===== config.mk =====
export PLATFORM = sky130hd
export DESIGN_NAME = lrp_merge
export DESIGN_NICKNAME = d
export VERILOG_FILES = /design/src/hw/rtl/lrp_pkg.sv /design/src/hw/rtl/lrp_merge.sv
export SDC_FILE = /design/constraint.sdc
export NUM_CORES = 1
export LEC_CHECK = 0
export BUFFER_PORTS_ARGS = -buffer_cell sky130_fd_sc_hd__buf_2
export CORE_MARGIN = 4
export CORE_UTILIZATION = 45
export DETAILED_ROUTE_END_ITERATION = 12
export PLACE_DENSITY = 0.7
export SLEW_MARGIN = 30
export SYNTH_ARGS = -nofsm -noshare
export SYNTH_HDL_FRONTEND = slang
export SYNTH_SLANG_ARGS = --single-unit

===== constraint.sdc =====
create_clock -name clk -period 4.2 [get_ports clk]
set_input_delay 0.42 -clock clk [delete_from_list [all_inputs] [get_ports clk]]
set_output_delay 0.42 -clock clk [all_outputs]
set_load 0.1 [all_outputs]

===== src/hw/rtl/lrp_pkg.sv =====
// Shared types and constants for the largest-remainder percent block.
package lrp_pkg;

  localparam int CNT_W     = 48;
  localparam int SHARE_W   = 7;
  localparam int QBITS     = 7;
  localparam int SCALED_W  = 56;
  localparam int LANE_MAX  = 4;
  localparam int TOTAL_W   = 9;
  localparam int LANE_LAT  = 8;
  localparam int MERGE_LAT = 2;

  localparam logic [SHARE_W-1:0] PCT_FULL = 7'd100;

  typedef struct packed {
    logic [SHARE_W-1:0] share;
    logic [CNT_W-1:0]   rem;
    logic               clip;
  } lane_res_t;

endpackage


===== src/hw/rtl/lrp_merge.sv =====
// Merge stage: rank lane remainders and hand out the missing units.
module lrp_merge #(
  parameter int LANES = 4
) (
  input  logic                              clk,
  input  logic                              adv,
  input  lrp_pkg::lane_res_t                lane [LANES],
  output logic [lrp_pkg::SHARE_W-1:0]       share [LANES],
  output logic                              clipped
);

  localparam int RANK_W = $clog2(LANES + 1);

  logic [LANES-1:0]               beats [LANES];
  logic [LANES-1:0]               nz;
  logic [lrp_pkg::SHARE_W-1:0]    base [LANES];
  logic [lrp_pkg::TOTAL_W-1:0]    total;
  logic                           clip_a;

  logic [lrp_pkg::TOTAL_W-1:0]    total_next;
  logic [lrp_pkg::TOTAL_W-1:0]    deficit;
  logic [RANK_W-1:0]              rank [LANES];

  always_comb begin
    total_next = '0;
    for (int i = 0; i < LANES; i++) begin
      total_next = total_next + lrp_pkg::TOTAL_W'(lane[i].share);
    end
  end

  always_ff @(posedge clk) begin
    if (adv) begin
      total  <= total_next;
      clip_a <= 1'b0;
      for (int i = 0; i < LANES; i++) begin
        base[i] <= lane[i].share;
        nz[i]   <= lane[i].rem != '0;
        if (lane[i].clip) begin
          clip_a <= 1'b1;
        end
        for (int j = 0; j < LANES; j++) begin
          beats[i][j] <= (lane[j].rem != '0) &&
                         ((lane[j].rem > lane[i].rem) ||
                          ((lane[j].rem == lane[i].rem) && (j < i)));
        end
      end
    end
  end

  always_comb begin
    deficit = (total < lrp_pkg::TOTAL_W'(lrp_pkg::PCT_FULL)) ?
              lrp_pkg::TOTAL_W'(lrp_pkg::PCT_FULL) - total : '0;
    for (int i = 0; i < LANES; i++) begin
      rank[i] = '0;
      for (int j = 0; j < LANES; j++) begin
        rank[i] = rank[i] + RANK_W'(beats[i][j]);
      end
    end
  end

  always_ff @(posedge clk) begin
    if (adv) begin
      clipped <= clip_a;
      for (int i = 0; i < LANES; i++) begin
        share[i] <= (nz[i] && (lrp_pkg::TOTAL_W'(rank[i]) < deficit)) ?
                    base[i] + 7'd1 : base[i];
      end
    end
  end

endmodule


# After elaboration in Yosys (flattened, before gate mapping)
# Memory sizes are Yosys's and may differ from the RTL's.
# Index checks and enable logic that the tools add are counted.
# Widths: inputs -> output; s select.
dict set report totals {
  ff_bits 43
  ram_bits 44
  input_bits 226
  output_inout_bits 29
  word_cells 96
  memories 2
}
# memory depth word_bits read_ports rd_ports_with_merged_regs write_ports line
set memory_table {}
lappend memory_table {base 4 7 4 0 4 lrp_merge.sv:16} ;# logic [lrp_pkg::SHARE_W-1:0] base [LANES];
lappend memory_table {beats 4 4 4 0 4 lrp_merge.sv:14} ;# logic [LANES-1:0] beats [LANES];
dict set report classes {
  addsub 20
  n_lt_le_gt_ge 21
  n_eq_ne 6
  mux 8
  reduce_logical 31
}
# cell count
set ops {}
lappend ops {{$gt 48x48->1} 16}
lappend ops {{$eq 48x48->1} 6}
lappend ops {{$reduce_bool 48->1} 4}
lappend ops {{$lt 3x9->1} 4}
lappend ops {{$add 7x1->7 const B} 4}
lappend ops {{$mux 7} 4}
lappend ops {{$logic_and 1x1->1} 20}
lappend ops {{$add 2x1->3} 4}
lappend ops {{$add 3x1->3} 4}
lappend ops {{$add 8x7->9} 1}
lappend ops {{$add 9x7->9} 1}
lappend ops {{$lt 9x7->1 const B} 1}
lappend ops {{$mux 9} 1}
lappend ops {{$sub 7x9->9 const A} 1}
lappend ops {{$add 1x1->2} 4}
lappend ops {{$add 7x7->8} 1}
lappend ops {{$logic_or 1x1->1} 6}
lappend ops {{$mux 1} 3}
lappend ops {{$reduce_or 3->1} 1}

# Longest topological paths before layout
# An unclocked memory read counts as a cell.
dict set report logic_depth {
  ltp_word 7
  ltp_mapped 12
}

# Worst setup path before layout
# OpenSTA, ideal clock, no wires.
dict set report synth_path {
  path_kind {input port to flip-flop}
  startpoint {input lane[50] (netlist name)}
  endpoint {register total[7] (netlist name), data pin}
  setup_time_ns 0.258
  arrival_ns 2.705
  required_ns 3.942
  path_slack_ns 1.237
  cell_stages 12
  path_buffers 0
  cell_sequence {inv_1 fa_1 fa_1 inv_1 ha_1 fa_1 a21oi_1 nor2_1 nor2_1 o21bai_1 a21oi_1 xnor2_1}
}
dict set report synth_via {
  elab_chain_len 1
}
# item line
set synth_rtl {}
lappend synth_rtl {{from (decl)} lrp_merge.sv:7} ;# input lrp_pkg::lane_res_t lane [LANES],
lappend synth_rtl {{$add 9x7->9} lrp_merge.sv:27} ;# total_next = total_next + lrp_pkg::TOTAL_W'(lane[i].share);
lappend synth_rtl {{named net total_next, one bit} lrp_merge.sv:20} ;# logic [lrp_pkg::TOTAL_W-1:0] total_next;
lappend synth_rtl {{to (signal assigned)} lrp_merge.sv:33} ;# total <= total_next;
lappend synth_rtl {{to (decl)} lrp_merge.sv:17} ;# logic [lrp_pkg::TOTAL_W-1:0] total;
# The timed path passes the listed nets, and every way through them passes these cells.
# A chain may end at the register's enable or synchronous reset.

# Worst setup path in the final report
# Ends and elaborated chain as after synthesis.

==> results.cfg <==
[clock_network]
numCtsBuffers = 9
clock_sinks = 83
cts_buffer_depth = 2
ctsRootBufferMaster = clkbuf_16
ctsResizeCount = 0
clk_latency_ns = 0.33
post_cts_buffers = 0
hold_buffers = 0
htreeDepth = 3
clkTransAtPathRegs_ns = 0.07
cts_tree = yes

[final_layout]
fin_cells = 1851
drive_above_1_share = 0.188
fin_util = 0.535
multiInputGateArea_um2 = 8210
nets = 2075
num_antenna_cells = 0
fill_cells = 2407
area_delta_synth_final_pct = 17.4
design_area_um2 = 13400
ff_latch_area_um2 = 2490

[yosys]
synth.most_common_cell = ha_1
syn_avg_cell_area_um2 = 9.14
synth_area_um2 = 11400
synth_cells = 1251
synth_area_leader_cell = ha_1
synthTopCellsByArea = ha_1 (34%), edfxtp_1 (22%), inv_1 (6.4%)
synth_top_area_frac = 0.345
yosysUniqueCellTypes = 53
synth_edf_count = 83
synth-seq-cells = 83
synth_nets = 1810
synth_warnings = 0
synth_flop_cell = edfxtp_1
async_flop_share = 0
ys_seq_area_frac = 0.218
synth_commonest_cells = ha_1 (315), inv_1 (195), a21oi_1 (112)

[sta]
rsz0062_at_grt = no
slew_headroom = 0.332
fin_crit_sh = 0.703
tightest_slew_ns = 0.977
period_minus_slack_ns = 2.95
fmax_mhz = 339
final.setup.tns_ns = 0
whs_ns = 0.273
setup_viol = 0
finalHoldViolations = 0
slew_viol_final = 0
setup_ws_ns = 1.25
finalClockSkew_ns = 0.00832

[outcome]
run_status = completed

[drt]
routed_wl_mm = 36.4
dr.pass1.iters = 5
wl_per_cell_um = 19.7
drt_iter0_drc = 761
ant_nets = 0
num_vias = 10700
drc = 0
via_per_inst = 5.80

[setup_path]
end_kind = register
start_kind = input port
crit_arrival_ns = 3.03
critPathKind = in2reg
crit_fanout = 2
r2r-start = total[4]
cp.required_ns = 4.28
startpoint = lane[50]

[placed_design]
post_dp_cell_area_um2 = 13100
dp_worst_setup_slack_ns = 0.977
hpwl_mm = 31.7
place_congestion = 0.951
port_buffers = 254
placedCellCount = 1835

[pwr]
leakage_nw = 6.90
totalPowerFinal_mw = 3.67
powerDensity_nw_per_um2 = 274
irDropWorstVdd_mv = 0.302

[global_route]
grt_max_degree = 84
overflow = 0
grtUsageTotal = 0.250
grt_pass1_vias = 10800
grt_antenna_before_repair = 0
grt_pass1_wl_mm = 57.0

[die]
die-height_um = 167
core_um2 = 25100
die-width_um = 167
row_count = 58
initial_utilization = 0.455
ios = 255
die_area_um2 = 28000

[worst_hold_path]
holdCritStartpoint = lane[54]
hp-class = in2reg

[job]
max-cap-violations = 0
[layout make-up]
type	count	share of cell area
Clock buffer	9	0.0168
Clock inverter	7	0.00569
Inverter	195	0.0545
Multi-Input combinational cell	973	0.611
Sequential cell	83	0.186
Tap cell	330	0.0308
Timing Repair Buffer	254	0.0952
[worst max-delay path, stage by stage]
cell and delay, ns:
buf_2 0.10, inv_1 0.05, fa_1 0.51, fa_1 0.52
inv_1 0.05, ha_1 0.22, fa_1 0.41, a21oi_1 0.19
nor2_1 0.05, nor2_1 0.15, o21bai_1 0.08, a21oi_1 0.17
xnor2_1 0.08
[per-layer routing]
| layer | up-vias | track usage | wire length, µm |
|---|---|---|---|
| met1 | 5070 | 0.331 | 15900 |
| met5 | - | 0 | 0 |
| met2 | 372 | 0.433 | 17500 |
| met3 | 69 | 0.0260 | 1850 |
| li1 | 5232 | - | - |
| met4 | 0 | 0.0734 | 1100 |
[worst paths after layout]
kind / to / slack, ns / cells after the start
max: total[7] / 1.25 / 13
min: base[3][5] / 0.27 / 1
max reg2reg: share[8] / 1.46 / 8
min reg2reg: clipped / 0.44 / 0
[power breakdown]
| group | internal, mW | leakage [nW] | switching (mW) | total, mW |
|---|---|---|---|---|
| registers | 1.06 | 0.814 | 0.0794 | 1.14 |
| clock network | 0.463 | 0.142 | 0.323 | 0.786 |
| logic | 0.639 | 5.94 | 1.11 | 1.74 |
| total | 2.17 | 6.90 | 1.51 | 3.67 |
[registers in the layout, indices dropped and copies added (netlist names)]
name     cells
clipped      1
share       28
total        9
base        28
clip_a       1
nz           4
beats       12
[cells by family after synthesis]
logic type / Yosys count / synth area share
other: 1 / 0.000328
AOI/OAI and AO/OA: 275 / 0.153
DFF: 83 / 0.218
muxes: 4 / 0.00460
xor gates and xnor gates: 29 / 0.0222
buffers and inverters: 195 / 0.0640
adders and majority gates: 333 / 0.376
and+or+nand+nor: 331 / 0.162
[cell usage in the layout, fill, tap and decap left out, drive strengths merged, types with 8 or more instances in the layout]
cell    netlist  final
ha          315    315
buf           0    254
inv         195    196
a21oi       113    113
edfxtp       83     83
nand2        66     66
nand4        64     64
nor4         55     55
a21o         53     53
o21ai        42     42
nand3        35     35
nor2         29     29
xnor2        22     22
fa           18     18
and3         16     16
nor3         16     16
and4         14     14
o211ai       11     11
a31oi        10     10
nand2b        9      9
a211oi        9      9
clkbuf        0      9
nor2b         8      8
a221o         8      8
No activity file was read; power rests on OpenSTA's default activity.
