$ cat src/hw/rtl/lrp_pkg.sv
// Shared types and constants for the largest-remainder percent block.
package lrp_pkg;

  localparam int CNT_W     = 48;
  localparam int SHARE_W   = 7;
  localparam int QBITS     = 7;
  localparam int SCALED_W  = 56;
  localparam int LANE_MAX  = 4;
  localparam int TOTAL_W   = 9;
  localparam int LANE_LAT  = 8;
  localparam int MERGE_LAT = 2;

  localparam logic [SHARE_W-1:0] PCT_FULL = 7'd100;

  typedef struct packed {
    logic [SHARE_W-1:0] share;
    logic [CNT_W-1:0]   rem;
    logic               clip;
  } lane_res_t;

endpackage

$ cat src/hw/rtl/lrp_div_lane.sv
// One lane: scale a part by 100 and divide by the whole over seven restoring steps.
module lrp_div_lane (
  input  logic                       clk,
  input  logic                       adv,
  input  logic                       en,
  input  logic [lrp_pkg::CNT_W-1:0]  part,
  input  logic [lrp_pkg::CNT_W-1:0]  whole,
  output lrp_pkg::lane_res_t         res
);

  localparam int NS = lrp_pkg::QBITS + 1;

  logic [lrp_pkg::SCALED_W-1:0] rem  [NS];
  logic [lrp_pkg::CNT_W-1:0]    whl  [NS];
  logic [lrp_pkg::QBITS-1:0]    quo  [NS];
  logic                         act  [NS];
  logic                         clip [NS];

  logic [lrp_pkg::SCALED_W-1:0] scaled;
  logic [lrp_pkg::SCALED_W-1:0] lim;
  logic                         over;

  always_comb begin
    scaled = ({8'd0, part} << 6) + ({8'd0, part} << 5) + ({8'd0, part} << 2);
    lim    = ({8'd0, whole} << 6) + ({8'd0, whole} << 5) + ({8'd0, whole} << 2)
             + {8'd0, whole};
    over   = en && (scaled >= lim);
  end

  always_ff @(posedge clk) begin
    if (adv) begin
      act[0]  <= en && !over;
      clip[0] <= over;
      whl[0]  <= whole;
      quo[0]  <= '0;
      rem[0]  <= (en && !over) ? scaled : '0;
      for (int s = 1; s < NS; s++) begin
        act[s]  <= act[s-1];
        clip[s] <= clip[s-1];
        whl[s]  <= whl[s-1];
        if (act[s-1] && (rem[s-1] >= (lrp_pkg::SCALED_W'(whl[s-1]) << (NS-1-s)))) begin
          rem[s] <= rem[s-1] - (lrp_pkg::SCALED_W'(whl[s-1]) << (NS-1-s));
          quo[s] <= quo[s-1] | (lrp_pkg::QBITS'(1) << (NS-1-s));
        end else begin
          rem[s] <= rem[s-1];
          quo[s] <= quo[s-1];
        end
      end
    end
  end

  always_comb begin
    res.share = clip[NS-1] ? lrp_pkg::PCT_FULL : quo[NS-1];
    res.rem   = rem[NS-1][lrp_pkg::CNT_W-1:0];
    res.clip  = clip[NS-1];
  end

endmodule

$ cat config.mk
export PLATFORM = sky130hd
export DESIGN_NAME = lrp_div_lane
export DESIGN_NICKNAME = d
export VERILOG_FILES = /design/src/hw/rtl/lrp_pkg.sv /design/src/hw/rtl/lrp_div_lane.sv
export SDC_FILE = /design/constraint.sdc
export NUM_CORES = 2
export LEC_CHECK = 0
export ABC_CLOCK_PERIOD_IN_PS = 10600
export BUFFER_PORTS_ARGS = -buffer_cell sky130_fd_sc_hd__clkbuf_2
export CAP_MARGIN = 25
export CORE_ASPECT_RATIO = 0.7
export CORE_MARGIN = 8
export CORE_UTILIZATION = 25
export DETAILED_ROUTE_END_ITERATION = 10
export GPL_TIMING_DRIVEN = 0
export PLACE_DENSITY = 0.45
export SKIP_LAST_GASP = 1
export SLEW_MARGIN = 20
export SYNTH_ARGS = -nofsm -noshare
export SYNTH_HDL_FRONTEND = slang
export SYNTH_SLANG_ARGS = --single-unit
$ cat constraint.sdc
create_clock -name clk -period 10.6 [get_ports clk]
set_clock_uncertainty 0.2 [all_clocks]
set_input_delay 1.59 -clock clk [delete_from_list [all_inputs] [get_ports clk]]
set_output_delay 1.59 -clock clk [all_outputs]
set_load 0.05 [all_outputs]
== Yosys cells after proc, flatten, opt, wreduce, memory -nomap -nowiden ==
Memory sizes are Yosys's and may differ from the RTL's.
Cells that the tools add are included.

* Bits in latches: 0
* Register bits after elaboration: 0
* Output and inout port bits: 56
* Word-level logic and storage cells: 109
* Memories: 5
* ROM bits: 0
* Bits of input ports: 99
* RAM bits: 904

{| class="wikitable"
|+ Memories
! name !! words !! bits a word !! read ports !! clocked after Yosys merged registers in !! wr ports !! line !! source
|-
| rem || 8 || 56 || 8 || 0 || 8 || lrp_div_lane.sv:13 || <nowiki>logic [lrp_pkg::SCALED_W-1:0] rem [NS];</nowiki>
|-
| whl || 8 || 48 || 7 || 0 || 8 || lrp_div_lane.sv:14 || <nowiki>logic [lrp_pkg::CNT_W-1:0] whl [NS];</nowiki>
|-
| quo || 8 || 7 || 8 || 0 || 8 || lrp_div_lane.sv:15 || <nowiki>logic [lrp_pkg::QBITS-1:0] quo [NS];</nowiki>
|-
| act || 8 || 1 || 7 || 0 || 8 || lrp_div_lane.sv:16 || <nowiki>logic act [NS];</nowiki>
|-
| clip || 8 || 1 || 8 || 0 || 8 || lrp_div_lane.sv:17 || <nowiki>logic clip [NS];</nowiki>
|}

* Eq/ne operators: 0
* Div/mod/pow operators: 0
* Add/subtract/negate cells: 12
* Shift operators: 0
* Mux-type cells: 60
* Bitwise logic cells: 14
* Multiply operators: 0
* $lt $le $gt $ge: 8
* Reduce and logical (&&, ||, !) cells: 10

{| class="wikitable"
|+ Operators with widths
! cell !! count
|-
| $mux 56 || 8
|-
| $add 55x50->56 || 2
|-
| $add 54x53->55 || 2
|-
| $add 56x48->56 || 1
|-
| $ge 56x48->1 || 1
|-
| $ge 56x49->1 || 1
|-
| $ge 56x50->1 || 1
|-
| $ge 56x51->1 || 1
|-
| $ge 56x52->1 || 1
|-
| $ge 56x53->1 || 1
|-
| $ge 56x54->1 || 1
|-
| $ge 56x56->1 || 1
|-
| $mux 7 || 8
|-
| $sub 56x48->56 || 1
|-
| $sub 56x49->56 || 1
|-
| $sub 56x50->56 || 1
|-
| $sub 56x51->56 || 1
|-
| $sub 56x52->56 || 1
|-
| $sub 56x53->56 || 1
|-
| $sub 56x54->56 || 1
|-
| $mux 1 || 44
|-
| $or 1x1->1 || 14
|-
| $logic_and 1x1->1 || 9
|-
| $logic_not 1->1 || 1
|}

== Logic depth before layout (Yosys ltp) ==
* Word-level depth: 8
* Gate-level depth with buffers: 30
* Mapped depth without buffers: 29

== Least setup slack after synthesis ==
No wires, ideal clock.

* Kind: input-to-reg
* Start: in whole[4] in the netlist's numbering
* End: mem rem[0][46] in the netlist's numbering, data pin
* Data required time: 10.269 ns
* Library setup time: 0.131 ns
* Path buffers: 1
* Slack: 3.324 ns
* Arrival time: 6.945 ns
* Cell stages on the path: 24
* Path through: inv_1 -> fa_1 -> inv_1 -> fa_1 -> ha_1 -> a21o_1 -> a21o_1 -> a211oi_1 -> o21ai_0 -> o311ai_0 -> nand2_1 -> a21o_1 -> a21o_1 -> a221oi_1 -> xor2_1 -> ha_1 -> a21o_1 -> a21o_1 -> a2111oi_0 -> o211ai_1 -> a2bb2oi_1 -> nor2_1 -> clkbuf_1 -> and2_1

{| class="wikitable"
|+ RTL lines
! item !! line !! source
|-
| start: declaration || lrp_div_lane.sv:7 || <nowiki>input logic [lrp_pkg::CNT_W-1:0] whole,</nowiki>
|-
| end: declaration || lrp_div_lane.sv:13 ||
|}

==> flow_summary_export.csv <==
group,metric,value,unit
route,drtPass1Iterations,8,
yosys,ys.flop_type,"edfxtp_1",
power_and_ir_drop,swShare,40.7,%
route,wl_per_cell,17.7,um
critical_path,cp-end-kind,"flip-flop",
critical_path,startpoint_type,"primary input",
critical_path,critPathMaxFanout,10,
route,postRouteAntennaNets,0,
yosys,synth_top_area_share,41.6,%
sta,fmax,111,MHz
power_and_ir_drop,p_seq_share,31.4,%
die,die_w,592,um
die,dieArea,249000,um2
die,initial_utilization,25.1,%
global_route,grt_max_degree,91,
layout,drive_gt1_share,8.79,%
route,route.detailed.drc,0,
worst_hold_path,hold_path.class,"reg2reg",
yosys,synth_warnings,0,
power_and_ir_drop,power.density,250,nW/um2
die,die_h,420,um
yosys,syn_area,58200,um2
sta,rsz0062_at_grt,"false",
layout,final_nets,6751,
layout,stdcell_area,66000,um2
yosys,syn-instance-count,5748,
global_route,grt_pass1_wl,248000,um
die,io_pins,155,
critical_path,crit_type,"in2reg",
critical_path,cp_top_family,"compound AO/OA/AOI/OAI gates",
route,via_per_inst,4.57,
power_and_ir_drop,p_comb_share,50.1,%
yosys,syn_area_per_cell,10.1,um2
route,routed_wl,162000,um
yosys,yosysMostFrequentCell,"edfxtp_1",
critical_path,cp.arrival,9240,ps
clocking,cts_max_level,3,
placed_design,gp_congestion,0.903,
power_and_ir_drop,ir_worst_vdd,0.000137,V
yosys,synth-edff-count,805,
sta,worst_pin_slew,1010,ps
clocking,postCtsSetupBuffers,0,
power_and_ir_drop,netSwitchingPower,6720,uW
die,core_region_area,232000,um2
placed_design,placed_cell_area,63200,um2
global_route,antenna_found_initial,12,
die,rows,148,
power_and_ir_drop,cellLeakagePower,0.0274,uW
clocking,postCtsHoldBufs,0,
sta,finalSetupViolCount,0,
sta,fin_crit_sh,85.2,%
sta,hold_viol,0,
yosys,synthDistinctLibCells,87,
global_route,grt-ovfl-total,0,
sta,fin_crit,9040,ps
critical_path,cp_common_cell,"nand2_1",
route,dr_total_vias,41900,
layout,n_fill_cell,24300,
clocking,cts_buffer_depth,3,
clocking,cts_num_sinks,805,
run,maxCapViolations,0,
yosys,synth_common_cells,"805 x edfxtp_1, 580 x inv_1, 507 x ha_1",
sta,drv_slew,0,
layout,final_core_util,28.5,%
placed_design,port_buffers,154,
clocking,cts_root_buf,"clkbuf_16",
yosys,yosysSeqAreaShare,41.6,%
yosys,syn-num-nets,6494,
yosys,synth_area_leaders,"edfxtp_1 42%, ha_1 11%, fa_1 4.8%, a21oi_1 4.0%, a21o_1 3.8%",
route,dr.first_iter.drc_count,2501,
clocking,tritoncts,"built",
yosys,ys_ff_latch,805,
critical_path,critPathBufInv,4,
clocking,cts_inserted_buffers,86,
critical_path,crit_slowest_cell,"o311ai_1",
global_route,grt_pass1_vias,41500,
clocking,clk_latency,680,ps
sta,timing.slew.headroom,32.4,%
yosys,async_flop_share,0,%
critical_path,required,10810,ps
status,status,"completed",
clocking,cts_resized,0,
placed_design,dp_hpwl,134000,um
critical_path,crit_path_max_incr_delay,770,ps
global_route,grt.total_usage,12.7,%
power_and_ir_drop,power_frac_clock,18.5,%
power_and_ir_drop,p_int,9810,uW
clocking,cts.reportedPaths.clkPinSlew,60,ps
yosys,synth_top_area_cell,"edfxtp_1",
layout,synthToLayoutAreaGrowth,13.5,%
[power groups by stage]
stage | Combinational (uW) | Clock (uW) | Sequential (uW)
global placement | 8230 | 0 | 5290
CTS | 8280 | 3170 | 5180
global route | 9290 | 3270 | 5270
detailed placement | 8230 | 0 | 5240
finish | 8290 | 3060 | 5190
floorplan | 6350 | 0 | 4890
[final timing paths]
kind,from,endpoint,slack [ps],cells after the start
min reg2reg,quo[1][9],quo[1][16],220,0
max reg2reg,rem[0][182],rem[1][3],5060,12
min,quo[1][9],quo[1][16],220,0
max,whole[4],rem[0][51],1560,28
[placed cells by master, fill, tap and decap left out, drive strengths merged, types with 33 or more instances in the layout]
cell type / Yosys / routed
edfxtp: 805 / 805
inv: 580 / 582
ha: 507 / 507
a21oi: 470 / 470
nand2: 455 / 455
o21ai: 425 / 425
clkbuf: 138 / 398
a21o: 295 / 295
nor2: 281 / 281
xnor2: 239 / 239
xor2: 174 / 174
fa: 140 / 140
mux2: 103 / 103
nand3: 98 / 98
buf: 68 / 83
and2: 82 / 82
nand4: 77 / 77
nor2b: 74 / 74
a31oi: 62 / 62
and3: 57 / 57
nand2b: 53 / 53
o21a: 53 / 53
o21bai: 50 / 50
nor3: 46 / 46
o211ai: 33 / 33
[cell families after synthesis]
group,after synthesis,synth area share [%]
muxes,111,2.13
buffers and inverters,786,5.43
adders and majority gates,647,15.7
AOI/OAI and AO/OA,1634,17.6
xor gates and xnor gates,413,6.22
and+or+nand+nor,1352,11.3
DFF,805,41.6
[area by class of cell]
class,instances,area (um2),share of cell area (%)
multi-input combinational,4157,30800,46.7
sequential,805,24200,36.6
tap,3075,3850,5.83
clock buffer,106,2290,3.47
inverter,580,2180,3.30
timing repair buffer,169,1150,1.74
buffer,206,1010,1.53
clock inverter,51,548,0.830
antenna,3,7.51,0.0114
[per-stage QoR]
step / TNS, ps / setup slack, ps / total power [uW] / hold slack [ps] / std cells
2_1_floorplan: 0 / 3320 / 11200 / 200 / 5748
5_1_grt: 0 / 1120 / 17800 / 225 / 9149
4_1_cts: 0 / 1460 / 16600 / 219 / 9149
6_report: 0 / 1560 / 16500 / 218 / 9152
3_3_place_gp: -2485240 / -5480 / 13500 / 204 / 8977
3_5_place_dp: 0 / 760 / 13500 / 205 / 8992
[registers in the layout, summed over array words and instances, names as in the netlist]
| signal | count |
|---|---|
| clip | 8 |
| act | 7 |
| whl | 336 |
| rem | 426 |
| quo | 28 |
[metal layers]
| metal | GRT usage, % | vias up | part of all wire (%) |
|---|---|---|---|
| met3 | 1.49 | 206 | 3.6 |
| met4 | 3.68 | 6 | 3.1 |
| met5 | 0 | - | 0.026 |
| met1 | 19.9 | 19500 | 55 |
| met2 | 17.9 | 880 | 38 |
| li1 | - | 21300 | - |
Note: power is estimated with default switching activity, not from simulation.
